$ cat src/design/prba_pkg.sv
`default_nettype none

package prba_pkg;

   // segment geometry
   localparam int SEGMENT_PAGES = 128;
   localparam int PAGE_W        = $clog2(SEGMENT_PAGES);
   localparam int COUNT_W       = 8;
   localparam int ALREADY_W     = 7;
   localparam int LIMIT_W       = 16;
   localparam int MAX_RUN       = SEGMENT_PAGES / 2;

   // free page recount works through the map a chunk at a time
   localparam int CHUNK_W       = 8;
   localparam int CHUNKS        = SEGMENT_PAGES / CHUNK_W;
   localparam int CHUNK_IDX_W   = $clog2(CHUNKS);
   localparam int POP_W         = $clog2(CHUNK_W + 1);

   // register reset values
   localparam logic [PAGE_W-1:0]  HEADER_RESET = PAGE_W'(1);
   localparam logic [LIMIT_W-1:0] LIMIT_RESET  = LIMIT_W'(64);
   localparam logic [COUNT_W-1:0] FREE_RESET   = COUNT_W'(SEGMENT_PAGES - 1);

   typedef enum logic [0:0] {
      CSR_HEADER_PAGES = 1'b0,
      CSR_CACHE_LIMIT  = 1'b1
   } csr_index_type;

   typedef enum logic [0:0] {
      ACT_ALLOC = 1'b0,
      ACT_FREE  = 1'b1
   } action_type;

   typedef enum logic [1:0] {
      KIND_STATUS   = 2'd0,
      KIND_COMMIT   = 2'd1,
      KIND_DECOMMIT = 2'd2
   } kind_type;

   typedef enum logic [1:0] {
      ST_OK       = 2'd0,
      ST_BAD_SIZE = 2'd1,
      ST_NO_ROOM  = 2'd2,
      ST_BAD_FREE = 2'd3
   } status_type;

endpackage

`default_nettype wire

$ cat src/design/page_run_bitmap_allocator.sv
// allocate: a first-fit search over up to the whole segment, then two walks over the
//   run (tally, then mark and commit), then the free page recount, chunk by chunk
// free: a lookup of the run, a status beat and an optional decommit beat, then a walk
//   over the run to release it, then the recount; an error status is a single beat
// throughput: one beat at a time, req_stall high until the item and any recount are done
// reset: synchronous; maps cleared, no runs, header_pages 1, commit_cache_limit 64
`default_nettype none

module page_run_bitmap_allocator
   import prba_pkg::*;
(
   input  wire logic                 clock,
   input  wire logic                 reset,

   // request channel
   input  wire logic                 req_valid,
   output logic                      req_stall,
   input  wire logic                 req_action,
   input  wire logic [COUNT_W-1:0]   req_page_count,
   input  wire logic [PAGE_W-1:0]    req_first_page,

   // result channel
   output logic                      rsp_valid,
   input  wire logic                 rsp_stall,
   output logic [1:0]                rsp_kind,
   output logic [1:0]                rsp_status,
   output logic [PAGE_W-1:0]         rsp_page,
   output logic [COUNT_W-1:0]        rsp_count,
   output logic [ALREADY_W-1:0]      rsp_already_committed,
   output logic                      rsp_last,

   // register write port
   input  wire logic                 csr_write,
   input  wire logic [0:0]           csr_index,
   input  wire logic [LIMIT_W-1:0]   csr_data
);

   typedef enum logic [3:0] {
      S_IDLE,
      S_REPORT,       // single error status beat
      S_SEARCH,       // first-fit walk over the busy map
      S_TALLY,        // count pages of the run already committed
      S_ALLOC_STATUS,
      S_MARK,         // mark busy, commit and emit commit runs
      S_MARK_TAIL,    // commit run that reaches the end of the allocation
      S_FREE_READ,
      S_FREE_STATUS,
      S_DECOMMIT,
      S_FREE_WALK,
      S_RECOUNT
   } state_type;

   state_type state_ff, state_in;

   // configuration
   logic [PAGE_W-1:0]  header_ff, header_in;
   logic [LIMIT_W-1:0] limit_ff, limit_in;

   // segment state
   logic [SEGMENT_PAGES-1:0] busy_ff, busy_in;
   logic [SEGMENT_PAGES-1:0] commit_ff, commit_in;
   logic [SEGMENT_PAGES-1:0] run_valid_ff, run_valid_in;
   logic [COUNT_W-1:0]       free_count_ff, free_count_in;
   logic [COUNT_W-1:0]       cfc_ff, cfc_in;

   // per item working registers
   logic [COUNT_W-1:0]   want_ff, want_in;       // run length of the item
   logic [PAGE_W-1:0]    page_ff, page_in;       // first page of the run
   logic [PAGE_W-1:0]    pos_ff, pos_in;         // walking page pointer
   logic [PAGE_W-1:0]    run_ff, run_in;
   logic [COUNT_W-1:0]   end_ff, end_in;         // one past the last page of the run
   logic [ALREADY_W-1:0] already_ff, already_in;
   logic [ALREADY_W-1:0] seen_ff, seen_in;       // uncommitted pages passed so far
   logic [PAGE_W-1:0]    start_ff, start_in;
   logic                 open_ff, open_in;
   logic                 decommit_ff, decommit_in;
   status_type           err_ff, err_in;
   logic [CHUNK_IDX_W-1:0] chunk_ff, chunk_in;
   logic [COUNT_W-1:0]     acc_ff, acc_in;

   // result register
   logic                 rsp_valid_ff, rsp_valid_in;
   kind_type             rsp_kind_ff, rsp_kind_in;
   status_type           rsp_status_ff, rsp_status_in;
   logic [PAGE_W-1:0]    rsp_page_ff, rsp_page_in;
   logic [COUNT_W-1:0]   rsp_count_ff, rsp_count_in;
   logic [ALREADY_W-1:0] rsp_already_ff, rsp_already_in;
   logic                 rsp_last_ff, rsp_last_in;

   // run length table
   logic               ram_we;
   logic [PAGE_W-1:0]  ram_rd_addr;
   logic [COUNT_W-1:0] ram_rd_data;

   prba_ram #(
      .WIDTH (COUNT_W),
      .DEPTH (SEGMENT_PAGES)
   ) u_run_len (
      .clock   (clock),
      .wr_en   (ram_we),
      .wr_addr (page_ff),
      .wr_data (want_ff),
      .rd_addr (ram_rd_addr),
      .rd_data (ram_rd_data)
   );

   // a write of header_pages while idle or recounting (re)starts the free page recount
   logic hdr_write;
   assign hdr_write = csr_write && (csr_index == CSR_HEADER_PAGES);

   assign req_stall = (state_ff != S_IDLE) || hdr_write;
   assign ram_rd_addr = (state_ff == S_IDLE) ? req_first_page : page_ff;

   // the shared page probe: status of the page under the walking pointer
   logic pos_hdr, pos_busy, pos_committed;
   assign pos_hdr       = pos_ff < header_ff;
   assign pos_busy      = pos_hdr || busy_ff[pos_ff];
   assign pos_committed = pos_hdr || commit_ff[pos_ff];

   logic [COUNT_W-1:0] pos_next;
   logic               pos_at_end;
   assign pos_next   = {1'b0, pos_ff} + COUNT_W'(1);
   assign pos_at_end = pos_next == end_ff;

   logic out_free;
   assign out_free = !rsp_valid_ff || !rsp_stall;

   // free pages in the chunk under recount
   logic [SEGMENT_PAGES-1:0] free_vec;
   logic [CHUNK_W-1:0]       chunk_bits;
   logic [POP_W-1:0]         chunk_pop;

   always_comb begin
      for (int i = 0; i < SEGMENT_PAGES; i++) begin
         free_vec[i] = !busy_ff[i] && !(PAGE_W'(i) < header_ff);
      end
      chunk_bits = free_vec[int'(chunk_ff) * CHUNK_W +: CHUNK_W];
      chunk_pop  = '0;
      for (int j = 0; j < CHUNK_W; j++) begin
         chunk_pop = chunk_pop + POP_W'(chunk_bits[j]);
      end
   end

   // free run lookup
   logic [COUNT_W:0]   free_end_raw;
   logic [COUNT_W-1:0] free_end;
   logic [COUNT_W-1:0] free_len;
   logic [COUNT_W:0]   cfc_plus;
   assign free_end_raw = {2'b00, page_ff} + {1'b0, ram_rd_data};
   assign free_end     = (free_end_raw > (COUNT_W+1)'(SEGMENT_PAGES)) ?
                         COUNT_W'(SEGMENT_PAGES) : free_end_raw[COUNT_W-1:0];
   assign free_len     = free_end - {1'b0, page_ff};
   assign cfc_plus     = {1'b0, cfc_ff} + {1'b0, want_ff};

   logic               emit;
   kind_type           e_kind;
   status_type         e_status;
   logic [PAGE_W-1:0]  e_page;
   logic [COUNT_W-1:0] e_count;
   logic [ALREADY_W-1:0] e_already;
   logic               e_last;
   logic [COUNT_W-1:0] uncommitted;
   logic [PAGE_W:0]    first_calc;
   logic [COUNT_W:0]   ext_sum;

   assign uncommitted = want_ff - {1'b0, already_ff};

   always_comb begin
      state_in       = state_ff;
      header_in      = header_ff;
      limit_in       = limit_ff;
      busy_in        = busy_ff;
      commit_in      = commit_ff;
      run_valid_in   = run_valid_ff;
      free_count_in  = free_count_ff;
      cfc_in         = cfc_ff;
      want_in        = want_ff;
      page_in        = page_ff;
      pos_in         = pos_ff;
      run_in         = run_ff;
      end_in         = end_ff;
      already_in     = already_ff;
      seen_in        = seen_ff;
      start_in       = start_ff;
      open_in        = open_ff;
      decommit_in    = decommit_ff;
      err_in         = err_ff;
      chunk_in       = chunk_ff;
      acc_in         = acc_ff;
      rsp_valid_in   = rsp_valid_ff && rsp_stall;
      rsp_kind_in    = rsp_kind_ff;
      rsp_status_in  = rsp_status_ff;
      rsp_page_in    = rsp_page_ff;
      rsp_count_in   = rsp_count_ff;
      rsp_already_in = rsp_already_ff;
      rsp_last_in    = rsp_last_ff;
      emit           = 1'b0;
      e_kind         = KIND_STATUS;
      e_status       = ST_OK;
      e_page         = '0;
      e_count        = '0;
      e_already      = '0;
      e_last         = 1'b0;
      ram_we         = 1'b0;
      first_calc     = '0;
      ext_sum        = '0;

      case (state_ff)
         S_IDLE: begin
            if (req_valid && !req_stall) begin
               want_in = req_page_count;
               page_in = req_first_page;
               if (req_action == ACT_FREE) begin
                  state_in = S_FREE_READ;
               end else if (req_page_count == '0 ||
                            req_page_count > COUNT_W'(MAX_RUN)) begin
                  err_in   = ST_BAD_SIZE;
                  page_in  = '0;
                  state_in = S_REPORT;
               end else if (free_count_ff < req_page_count) begin
                  err_in   = ST_NO_ROOM;
                  page_in  = '0;
                  state_in = S_REPORT;
               end else begin
                  pos_in   = '0;
                  run_in   = '0;
                  state_in = S_SEARCH;
               end
            end
         end

         S_REPORT: begin
            if (out_free) begin
               emit     = 1'b1;
               e_status = err_ff;
               e_page   = page_ff;
               e_last   = 1'b1;
               state_in = S_IDLE;
            end
         end

         S_SEARCH: begin
            if (pos_busy) begin
               run_in = '0;
            end else begin
               run_in = run_ff + PAGE_W'(1);
            end
            if (!pos_busy && ({1'b0, run_ff} + COUNT_W'(1)) == want_ff) begin
               // run found, it ends at the current page
               first_calc = (PAGE_W+1)'(pos_next - want_ff);
               page_in    = first_calc[PAGE_W-1:0];
               pos_in     = first_calc[PAGE_W-1:0];
               end_in     = pos_next;
               already_in = '0;
               state_in   = S_TALLY;
            end else if (pos_ff == PAGE_W'(SEGMENT_PAGES - 1)) begin
               err_in   = ST_NO_ROOM;
               page_in  = '0;
               state_in = S_REPORT;
            end else begin
               pos_in = pos_next[PAGE_W-1:0];
            end
         end

         S_TALLY: begin
            if (pos_committed) begin
               already_in = already_ff + ALREADY_W'(1);
            end
            if (pos_at_end) begin
               state_in = S_ALLOC_STATUS;
            end else begin
               pos_in = pos_next[PAGE_W-1:0];
            end
         end

         S_ALLOC_STATUS: begin
            if (out_free) begin
               emit      = 1'b1;
               e_page    = page_ff;
               e_count   = want_ff;
               e_already = already_ff;
               e_last    = {1'b0, already_ff} == want_ff;
               ram_we    = 1'b1;
               run_valid_in[page_ff] = 1'b1;
               cfc_in    = (cfc_ff > {1'b0, already_ff}) ?
                           cfc_ff - {1'b0, already_ff} : '0;
               pos_in    = page_ff;
               seen_in   = '0;
               open_in   = 1'b0;
               state_in  = S_MARK;
            end
         end

         S_MARK: begin
            if (pos_committed) begin
               // a committed page closes an open commit run
               if (!open_ff || out_free) begin
                  if (open_ff) begin
                     emit    = 1'b1;
                     e_kind  = KIND_COMMIT;
                     e_page  = start_ff;
                     e_count = {1'b0, pos_ff} - {1'b0, start_ff};
                     e_last  = {1'b0, seen_ff} == uncommitted;
                  end
                  busy_in[pos_ff] = 1'b1;
                  open_in = 1'b0;
                  if (pos_at_end) begin
                     chunk_in = '0;
                     acc_in   = '0;
                     state_in = S_RECOUNT;
                  end else begin
                     pos_in = pos_next[PAGE_W-1:0];
                  end
               end
            end else begin
               busy_in[pos_ff]   = 1'b1;
               commit_in[pos_ff] = 1'b1;
               seen_in = seen_ff + ALREADY_W'(1);
               if (!open_ff) begin
                  start_in = pos_ff;
               end
               open_in = 1'b1;
               if (pos_at_end) begin
                  state_in = S_MARK_TAIL;
               end else begin
                  pos_in = pos_next[PAGE_W-1:0];
               end
            end
         end

         S_MARK_TAIL: begin
            if (out_free) begin
               emit     = 1'b1;
               e_kind   = KIND_COMMIT;
               e_page   = start_ff;
               e_count  = end_ff - {1'b0, start_ff};
               e_last   = 1'b1;
               open_in  = 1'b0;
               chunk_in = '0;
               acc_in   = '0;
               state_in = S_RECOUNT;
            end
         end

         S_FREE_READ: begin
            if (!run_valid_ff[page_ff]) begin
               err_in   = ST_BAD_FREE;
               state_in = S_REPORT;
            end else begin
               want_in  = free_len;
               end_in   = free_end;
               pos_in   = page_ff;
               state_in = S_FREE_STATUS;
            end
         end

         S_FREE_STATUS: begin
            decommit_in = (LIMIT_W'(cfc_plus)) > limit_ff;
            if (out_free) begin
               emit    = 1'b1;
               e_page  = page_ff;
               e_count = want_ff;
               e_last  = !decommit_in;
               if (decommit_in) begin
                  state_in = S_DECOMMIT;
               end else begin
                  ext_sum  = cfc_plus;
                  cfc_in   = ext_sum[COUNT_W] ? '1 : ext_sum[COUNT_W-1:0];
                  state_in = S_FREE_WALK;
               end
            end
         end

         S_DECOMMIT: begin
            if (out_free) begin
               emit     = 1'b1;
               e_kind   = KIND_DECOMMIT;
               e_page   = page_ff;
               e_count  = want_ff;
               e_last   = 1'b1;
               state_in = S_FREE_WALK;
            end
         end

         S_FREE_WALK: begin
            busy_in[pos_ff] = 1'b0;
            if (decommit_ff) begin
               commit_in[pos_ff] = 1'b0;
            end
            run_valid_in[page_ff] = 1'b0;
            if (pos_at_end) begin
               chunk_in = '0;
               acc_in   = '0;
               state_in = S_RECOUNT;
            end else begin
               pos_in = pos_next[PAGE_W-1:0];
            end
         end

         S_RECOUNT: begin
            acc_in = acc_ff + COUNT_W'(chunk_pop);
            if (chunk_ff == CHUNK_IDX_W'(CHUNKS - 1)) begin
               free_count_in = acc_ff + COUNT_W'(chunk_pop);
               state_in      = S_IDLE;
            end else begin
               chunk_in = chunk_ff + CHUNK_IDX_W'(1);
            end
         end

         default: begin
            state_in = S_IDLE;
         end
      endcase

      // register writes
      if (csr_write) begin
         case (csr_index)
            CSR_HEADER_PAGES: header_in = csr_data[PAGE_W-1:0];
            CSR_CACHE_LIMIT:  limit_in  = csr_data;
            default: ;
         endcase
      end
      // new header count, start or restart the free page recount
      if (hdr_write && (state_ff == S_IDLE || state_ff == S_RECOUNT)) begin
         chunk_in = '0;
         acc_in   = '0;
         state_in = S_RECOUNT;
      end

      if (emit) begin
         rsp_valid_in   = 1'b1;
         rsp_kind_in    = e_kind;
         rsp_status_in  = e_status;
         rsp_page_in    = e_page;
         rsp_count_in   = e_count;
         rsp_already_in = e_already;
         rsp_last_in    = e_last;
      end
   end

   always_ff @(posedge clock) begin
      if (reset) begin
         state_ff      <= S_IDLE;
         header_ff     <= HEADER_RESET;
         limit_ff      <= LIMIT_RESET;
         busy_ff       <= '0;
         commit_ff     <= '0;
         run_valid_ff  <= '0;
         free_count_ff <= FREE_RESET;
         cfc_ff        <= '0;
         rsp_valid_ff  <= 1'b0;
      end else begin
         state_ff      <= state_in;
         header_ff     <= header_in;
         limit_ff      <= limit_in;
         busy_ff       <= busy_in;
         commit_ff     <= commit_in;
         run_valid_ff  <= run_valid_in;
         free_count_ff <= free_count_in;
         cfc_ff        <= cfc_in;
         rsp_valid_ff  <= rsp_valid_in;
      end
      want_ff        <= want_in;
      page_ff        <= page_in;
      pos_ff         <= pos_in;
      run_ff         <= run_in;
      end_ff         <= end_in;
      already_ff     <= already_in;
      seen_ff        <= seen_in;
      start_ff       <= start_in;
      open_ff        <= open_in;
      decommit_ff    <= decommit_in;
      err_ff         <= err_in;
      chunk_ff       <= chunk_in;
      acc_ff         <= acc_in;
      rsp_kind_ff    <= rsp_kind_in;
      rsp_status_ff  <= rsp_status_in;
      rsp_page_ff    <= rsp_page_in;
      rsp_count_ff   <= rsp_count_in;
      rsp_already_ff <= rsp_already_in;
      rsp_last_ff    <= rsp_last_in;
   end

   assign rsp_valid             = rsp_valid_ff;
   assign rsp_kind              = rsp_kind_ff;
   assign rsp_status            = rsp_status_ff;
   assign rsp_page              = rsp_page_ff;
   assign rsp_count             = rsp_count_ff;
   assign rsp_already_committed = rsp_already_ff;
   assign rsp_last              = rsp_last_ff;

endmodule

`default_nettype wire

$ cat src/design/prba_ram.sv
`default_nettype none

module prba_ram #(
   parameter int WIDTH = 8,
   parameter int DEPTH = 128
) (
   input  wire logic                     clock,
   input  wire logic                     wr_en,
   input  wire logic [$clog2(DEPTH)-1:0] wr_addr,
   input  wire logic [WIDTH-1:0]         wr_data,
   input  wire logic [$clog2(DEPTH)-1:0] rd_addr,
   output logic      [WIDTH-1:0]         rd_data
);

   logic [WIDTH-1:0] mem_ff [DEPTH];
   logic [WIDTH-1:0] rd_data_ff;

   always_ff @(posedge clock) begin
      if (wr_en) begin
         mem_ff[wr_addr] <= wr_data;
      end
      rd_data_ff <= mem_ff[rd_addr];
   end

   assign rd_data = rd_data_ff;

endmodule

`default_nettype wire

$ cat config.mk
export PLATFORM = sky130hd
export DESIGN_NAME = page_run_bitmap_allocator
export DESIGN_NICKNAME = d
export VERILOG_FILES = /design/src/design/prba_pkg.sv /design/src/design/page_run_bitmap_allocator.sv /design/src/design/prba_ram.sv
export SDC_FILE = /design/constraint.sdc
export NUM_CORES = 2
export LEC_CHECK = 0
export BUFFER_PORTS_ARGS = -buffer_cell sky130_fd_sc_hd__buf_2
export CORE_MARGIN = 5
export CORE_UTILIZATION = 56
export CTS_CLUSTER_SIZE = 10
export DETAILED_ROUTE_END_ITERATION = 12
export GPL_TIMING_DRIVEN = 0
export PLACE_DENSITY = 0.7
export SYNTH_ARGS = -nofsm -noshare
export SYNTH_HDL_FRONTEND = slang
export SYNTH_SLANG_ARGS = --single-unit
export TNS_END_PERCENT = 5
$ cat constraint.sdc
create_clock -name clock -period 7.7 [get_ports clock]
set_input_delay 0 -clock clock [delete_from_list [all_inputs] [get_ports clock]]
set_output_delay 0 -clock clock [all_outputs]
set_load 0.01 [all_outputs]
After elaboration in Yosys (flattened, before gate mapping)
Memories as Yosys holds them, arrays and structs flattened. A register that Yosys moved wholly into a read port is not among the register bits.
Cells that the tools add are included.
- memories kept: 1
- register bits: 529
- memory bits (read-only): 0
- input port bits: 38
- RAM bits: 1024
- output and inout bits: 29
- bits in latches: 0
- word-level logic and storage cells: 843
- memories (name ; depth ; bits a word ; read ports ; clocked after memory_dff ; wr ports ; RTL line ; text):
    u_run_len.mem_ff ; 128 ; 8 ; 1 ; 1 ; 1 ; prba_ram.sv:15 ; logic [WIDTH-1:0] mem_ff [DEPTH];
- bitwise operators: 11
- equal/unequal tests: 57
- order comparisons: 138
- multipliers: 0
- add/subtract/negate cells: 22
- div/mod/pow operators: 0
- shift-type cells: 1
- reductions and logical operators: 449
- muxes and demuxes: 135
- operator list (operator ; number):
    $pmux W128 S2 ; 3
    $mux W128 ; 5
    $lt A7 B7 Y1 const A ; 64
    $and A128 B128 Y128 ; 3
    $or A128 B128 Y128 ; 3
    $logic_not A1 Y1 ; 262
    $not A128 Y128 ; 2
    $lt A6 B7 Y1 const A ; 32
    $mux W7 ; 28
    $mux W8 ; 19
    $logic_and A1 B1 Y1 ; 135
    $shiftx A128 B8 Y8 ; 1
    $lt A5 B7 Y1 const A ; 16
    $mux W4 ; 20
    $lt A4 B7 Y1 const A ; 8
    $pmux W7 S2 ; 4
    $pmux W4 S12 ; 1
    $pmux W8 S2 ; 3
    $ne A2 B2 Y1 const B ; 22
    $pmux W7 S6 ; 1
    $pmux W8 S4 ; 1
    $sub A8 B7 Y8 ; 4
    $ne A3 B3 Y1 const B ; 10
    $lt A3 B7 Y1 const A ; 4
    other kinds (63) ; 162

Depth between registers and ports, before layout
- word-level depth: 13
- depth in mapped cells: 25
- depth with buffers taken out: 24

By module
From an unflattened synthesis, not the netlist that was laid out.
- cell total of the unflattened synthesis: 5216
- area, all modules: 69979.6 µm²
- modules (own cells, without submodules) (module ; sequential area each (µm²) ; cells each ; instances ; area an instance (µm²)):
    prba_ram ; 30909.6 ; 1634 ; 1 ; 39656.8
    page_run_bitmap_allocator ; 11481.0 ; 3582 ; 1 ; 30322.8

Least setup slack after synthesis
OpenSTA, ideal clock, no wires.
- kind: register -> register
- start point: register chunk_ff[0]
- end point: register free_count_ff[6]
- buffers on the path: 3
- setup time: 0.122 ns
- stages on the path, launching flop included: 22
- arrival time: 5.298 ns
- period minus slack after synthesis: 5.420 ns
- data required time: 7.578 ns
- path slack: 2.280 ns
- cells stage by stage: dfxtp_1 -> clkbuf_1 -> buf_1 -> clkbuf_1 -> mux2i_1 -> nand2_1 -> nand2_1 -> o2111ai_1 -> a31oi_1 -> fa_1 -> fa_1 -> inv_1 -> fa_1 -> fa_1 -> fa_1 -> nor2b_1 -> o21ai_0 -> nand2b_1 -> nand3_1 -> xor2_1 -> nor2_1 -> a221o_1
- cells in the longest elaborated chain, start to end: 9
- elaborated cells on any way between the ends: 11
- classes of those cells: 8 x add/sub; 1 x eq/ne; 1 x shift; 1 x reduce/logical
- ends and longest elaborated chain (element ; RTL line ; text):
    from (decl) ; page_run_bitmap_allocator.sv:78 ; logic [CHUNK_IDX_W-1:0] chunk_ff, chunk_in;
    from (signal assigned) ; page_run_bitmap_allocator.sv:474 ; chunk_ff <= chunk_in;
    $shiftx A128 B8 Y8 ; page_run_bitmap_allocator.sv:137 ; chunk_bits = free_vec[int'(chunk_ff) * CHUNK_W +: CHUNK_W];
    $add A1 B1 Y2 ; page_run_bitmap_allocator.sv:140 ; chunk_pop = chunk_pop + POP_W'(chunk_bits[j]);
    $add A2 B1 Y3 ; page_run_bitmap_allocator.sv:140 ;
    $add A3 B1 Y4 ; page_run_bitmap_allocator.sv:140 ;
    $add A4 B1 Y4 (4 in series) ; page_run_bitmap_allocator.sv:140 ;
    $add A8 B4 Y8 ; page_run_bitmap_allocator.sv:403 ; free_count_in = acc_ff + COUNT_W'(chunk_pop);
    to (signal assigned) ; page_run_bitmap_allocator.sv:459 ; free_count_ff <= free_count_in;
    to (decl) ; page_run_bitmap_allocator.sv:63 ; logic [COUNT_W-1:0] free_count_ff, free_count_in;
Several ways; a longest one is shown, not always the timed one.
A chain may end at the register's enable or synchronous reset.

Worst setup path in the final report
Same ends and word-level chain as after synthesis.

==> flow_summary_export.csv <==
group,metric,value,unit
drt,wl_per_cell,34.0,um
worst_hold_path,whs_endpoint,"header_ff[1]$_SDFFE_PP0P_",
setup_path,crit-reg2reg-launch,"chunk_ff[0]$_SDFFE_PP0P_",
clocking,cts_buffers,177,
clocking,clock_latency,0.83,ns
power_and_ir_drop,p_per_area,376,mW/mm^2
setup_path,cp_cell_sequence,"clkbuf_1, clkbuf_2, clkbuf_2, mux2i_1, o211ai_1, o211ai_1, o21ai_0, a21oi_1, fa_1, fa_1, inv_1, fa_1, fa_1, fa_1, nor2b_1, o21ai_0, nand2b_1, nand3_1, xor2_1, nor2_1, a221o_1",
clocking,cts_setup_buffers,0,
finish,drive_gt1_frac,0.133,
global_routing,track_usage,0.380,
worst_hold_path,holdCritStartpoint,"csr_data[1]",
power_and_ir_drop,ir_worst_vdd,0.251,mV
global_routing,grt_pass1_vias,50700,
clocking,clockBufferDepth,3,
place,place_area,0.0731,mm^2
setup_path,cp_max_fo,10,
timing,fin_crit_sh,0.948,
synthesis,syn_area_per_cell,13.1,um^2
global_routing,grt_max_degree,33,
place,post-place-ws,0.195,ns
timing,tightest_slew,1.54,ns
synthesis,async_flop_share,0,
synthesis,post-synth-top-count-cell,"edfxtp_1",
setup_path,end_kind,"flop",
finish,nNetsFinal,5832,
drt,firstDrtPassIters,7,
setup_path,cp_data_arrival_time,7.95,ns
synthesis,synth_edf_count,1113,
power_and_ir_drop,cellLeakagePower,25.6,nW
synthesis,seq_area_frac_synth,0.610,
worst_hold_path,min_path_cells,4,
drt,routed_wl,253000,um
timing,max-slew-margin-rel,-0.0371,
drt,dr_total_vias,52000,
setup_path,required,8.35,ns
synthesis,synth_flop_cell,"edfxtp_1",
synthesis,yosys_warnings,0,
floorplan,core_area,0.123,mm^2
synthesis,ys_types,90,
finish,final_area,0.0791,mm^2
synthesis,netlist_instances,5323,
place,place_congestion,1.07,
setup_path,path_common_cell,"fa_1",
synthesis,synth_area_leaders,"edfxtp_1 (48%), dfxtp_1 (13%), mux4_2 (9.1%), a211oi_1 (3.7%), a21oi_1 (3.3%)",
floorplan,io_pins,67,
drt,ant_nets,0,
clocking,clk_pin_slew,0.05,ns
synthesis,synthesis.nets,5462,
setup_path,crit_path_top_delay_cell,"clkbuf_2",
drt,drtIter0Drc,7709,
worst_hold_path,hold_path_class,"primary input to flop",
clocking,root_buffer,"clkbuf_16",
setup_path,path_buf_inv,4,
clocking,tritoncts,"done",
synthesis,synth_top_cell_by_area,"edfxtp_1",
floorplan,die_w,362,um
finish,syn_to_final_growth,13.8,%
place,dp_hpwl,178000,um
floorplan,die_h,362,um
timing,fin_crit,7.30,ns
setup_path,reg2reg_depth,21,
floorplan,die_area,0.131,mm^2
timing,finalMaxSlewViolations,18,
place,io_buffer_count,65,
global_routing,antenna_found_initial,9,
floorplan,initial_core_util,0.563,
timing,finalHoldViolCount,0,
setup_path,reg2reg_to,"free_count_ff[6]$_SDFFE_PP1P_",
synthesis,synthTopCellsByCount,"edfxtp_1 (1113), nor2_1 (562), a21oi_1 (455)",
timing,finalSetupViolCount,0,
clocking,cts_num_sinks,1561,
run,cap_violations,5,
outcome,violations,"capacitance limit, slew limit",
synthesis,netlist_area,0.0695,mm^2
setup_path,cp_top_family,"adder cells",
timing,fmaxAchievable,137,MHz
global_routing,grt_pass1_wl,360000,um
setup_path,r2r_slack,0.40,ns
synthesis,synth_top_area_frac,0.481,
timing,rsz0062_at_grt,"no",
timing,fin_ws,0.402,ns
drt,via_per_inst,7.01,
timing,fin_worst_skew,0.0638,ns
drt,drc_errors,0,
floorplan,num_rows,129,
setup_path,path_class,"flop to flop",
setup_path,critical_path.max_stage_delay,0.61,ns
global_routing,grt_overflow,0,
clocking,htree_levels,4,
setup_path,cp-start-kind,"flop",
outcome,run_status,"finished with violations",
synthesis,ys_ff_latch,1561,
-- what timing repair did --
action / 4_1_cts / 5_1_grt
hold buffers: 75 / 0
endpoints found under the setup margin: 0 / 6
hold endpoints to repair: 74 / 0
gates resized for setup: 0 / 5
-- layout by cell type, fill, tap and decap left out, types with 88 or more instances in the layout --
cell,Yosys,routed
buf_2,70,135
edfxtp_1,1113,1113
clkbuf_1,252,315
ha_1,88,88
a311oi_1,164,164
a21oi_1,455,455
nor2_1,562,558
and2_1,89,89
o21ai_0,119,118
clkbuf_16,0,179
dfxtp_1,448,448
mux4_2,282,282
nand2_1,346,346
a211oi_1,342,341
-- tightest hold or removal path, stage by stage --
cell           delay (ns)
dlygate4sd3_1        0.53
buf_2                0.13
nand2_1              0.08
a21oi_1              0.06
-- kinds of logic (layout without fill, tap and decap cells) --
group | count (synthesis) | in the layout | share of synthesized area
and+or+nand+nor | 1241 | 1241 | 0.0785
other | 0 | 5 | 0
adders and majority gates | 102 | 102 | 0.0197
DFF | 1561 | 1561 | 0.610
muxes | 374 | 374 | 0.105
buffers and inverters | 471 | 927 | 0.0292
xor gates and xnor gates | 92 | 92 | 0.0126
AOI/OAI and AO/OA | 1482 | 1482 | 0.145
-- stage by stage --
stage | utilization | setup TNS, ns | hold WS (ns) | instances | total power [mW]
floorplan | - | 0 | 0.124 | 5323 | 16.9
global placement | 0.582 | -2.03 | 0.252 | 7025 | 21.3
detailed placement | 0.592 | 0 | 0.248 | 7072 | 21.6
CTS | 0.640 | 0 | 0.0290 | 7412 | 29.3
global route | 0.641 | 0 | 0.0851 | 7417 | 30.6
finish | 0.641 | 0 | 0.0864 | 7421 | 29.7
-- area by class of cell --
cell class,count,area [um^2]
Fill cell,9034,44400
Sequential cell,1561,42400
Multi-Input combinational cell,3291,25100
Clock buffer,251,4830
Timing Repair Buffer,191,2310
Tap cell,1637,2050
Buffer,379,1690
Clock inverter,14,350
Inverter,92,345
Antenna cell,5,12.5
-- how the worst max path moves through the flow --
stage,startpoint,to,slack [ns],cells past startpoint
CTS,chunk_ff[0]$_SDFFE_PP0P_,free_count_ff[6]$_SDFFE_PP1P_,0.18,21
floorplan,chunk_ff[0]$_SDFFE_PP0P_,free_count_ff[6]$_SDFFE_PP1P_,2.28,21
finish,chunk_ff[0]$_SDFFE_PP0P_,free_count_ff[6]$_SDFFE_PP1P_,0.40,21
detailed placement,chunk_ff[0]$_SDFFE_PP0P_,free_count_ff[6]$_SDFFE_PP1P_,0.19,21
global route,chunk_ff[0]$_SDFFE_PP0P_,free_count_ff[6]$_SDFFE_PP1P_,0.28,21
global placement,want_ff[3]$_DFFE_PP_,rsp_last$_DFFE_PP_,-0.51,17
-- metal layers --
| layer | vias up | wire length, um | GRT usage |
|---|---|---|---|
| li1 | 21600 | - | - |
| met1 | 25600 | 87800 | 0.470 |
| met2 | 3876 | 114000 | 0.587 |
| met3 | 984 | 28000 | 0.0994 |
| met4 | 10 | 22500 | 0.265 |
| met5 | - | 63 | 0 |
-- power by group --
part           switching [mW]  total [mW]  internal, mW
combinational            8.04        12.1          4.03
sequential              0.300        9.95          9.65
clock                    3.35        7.72          4.37
No activity file was read; power rests on OpenSTA's default activity.
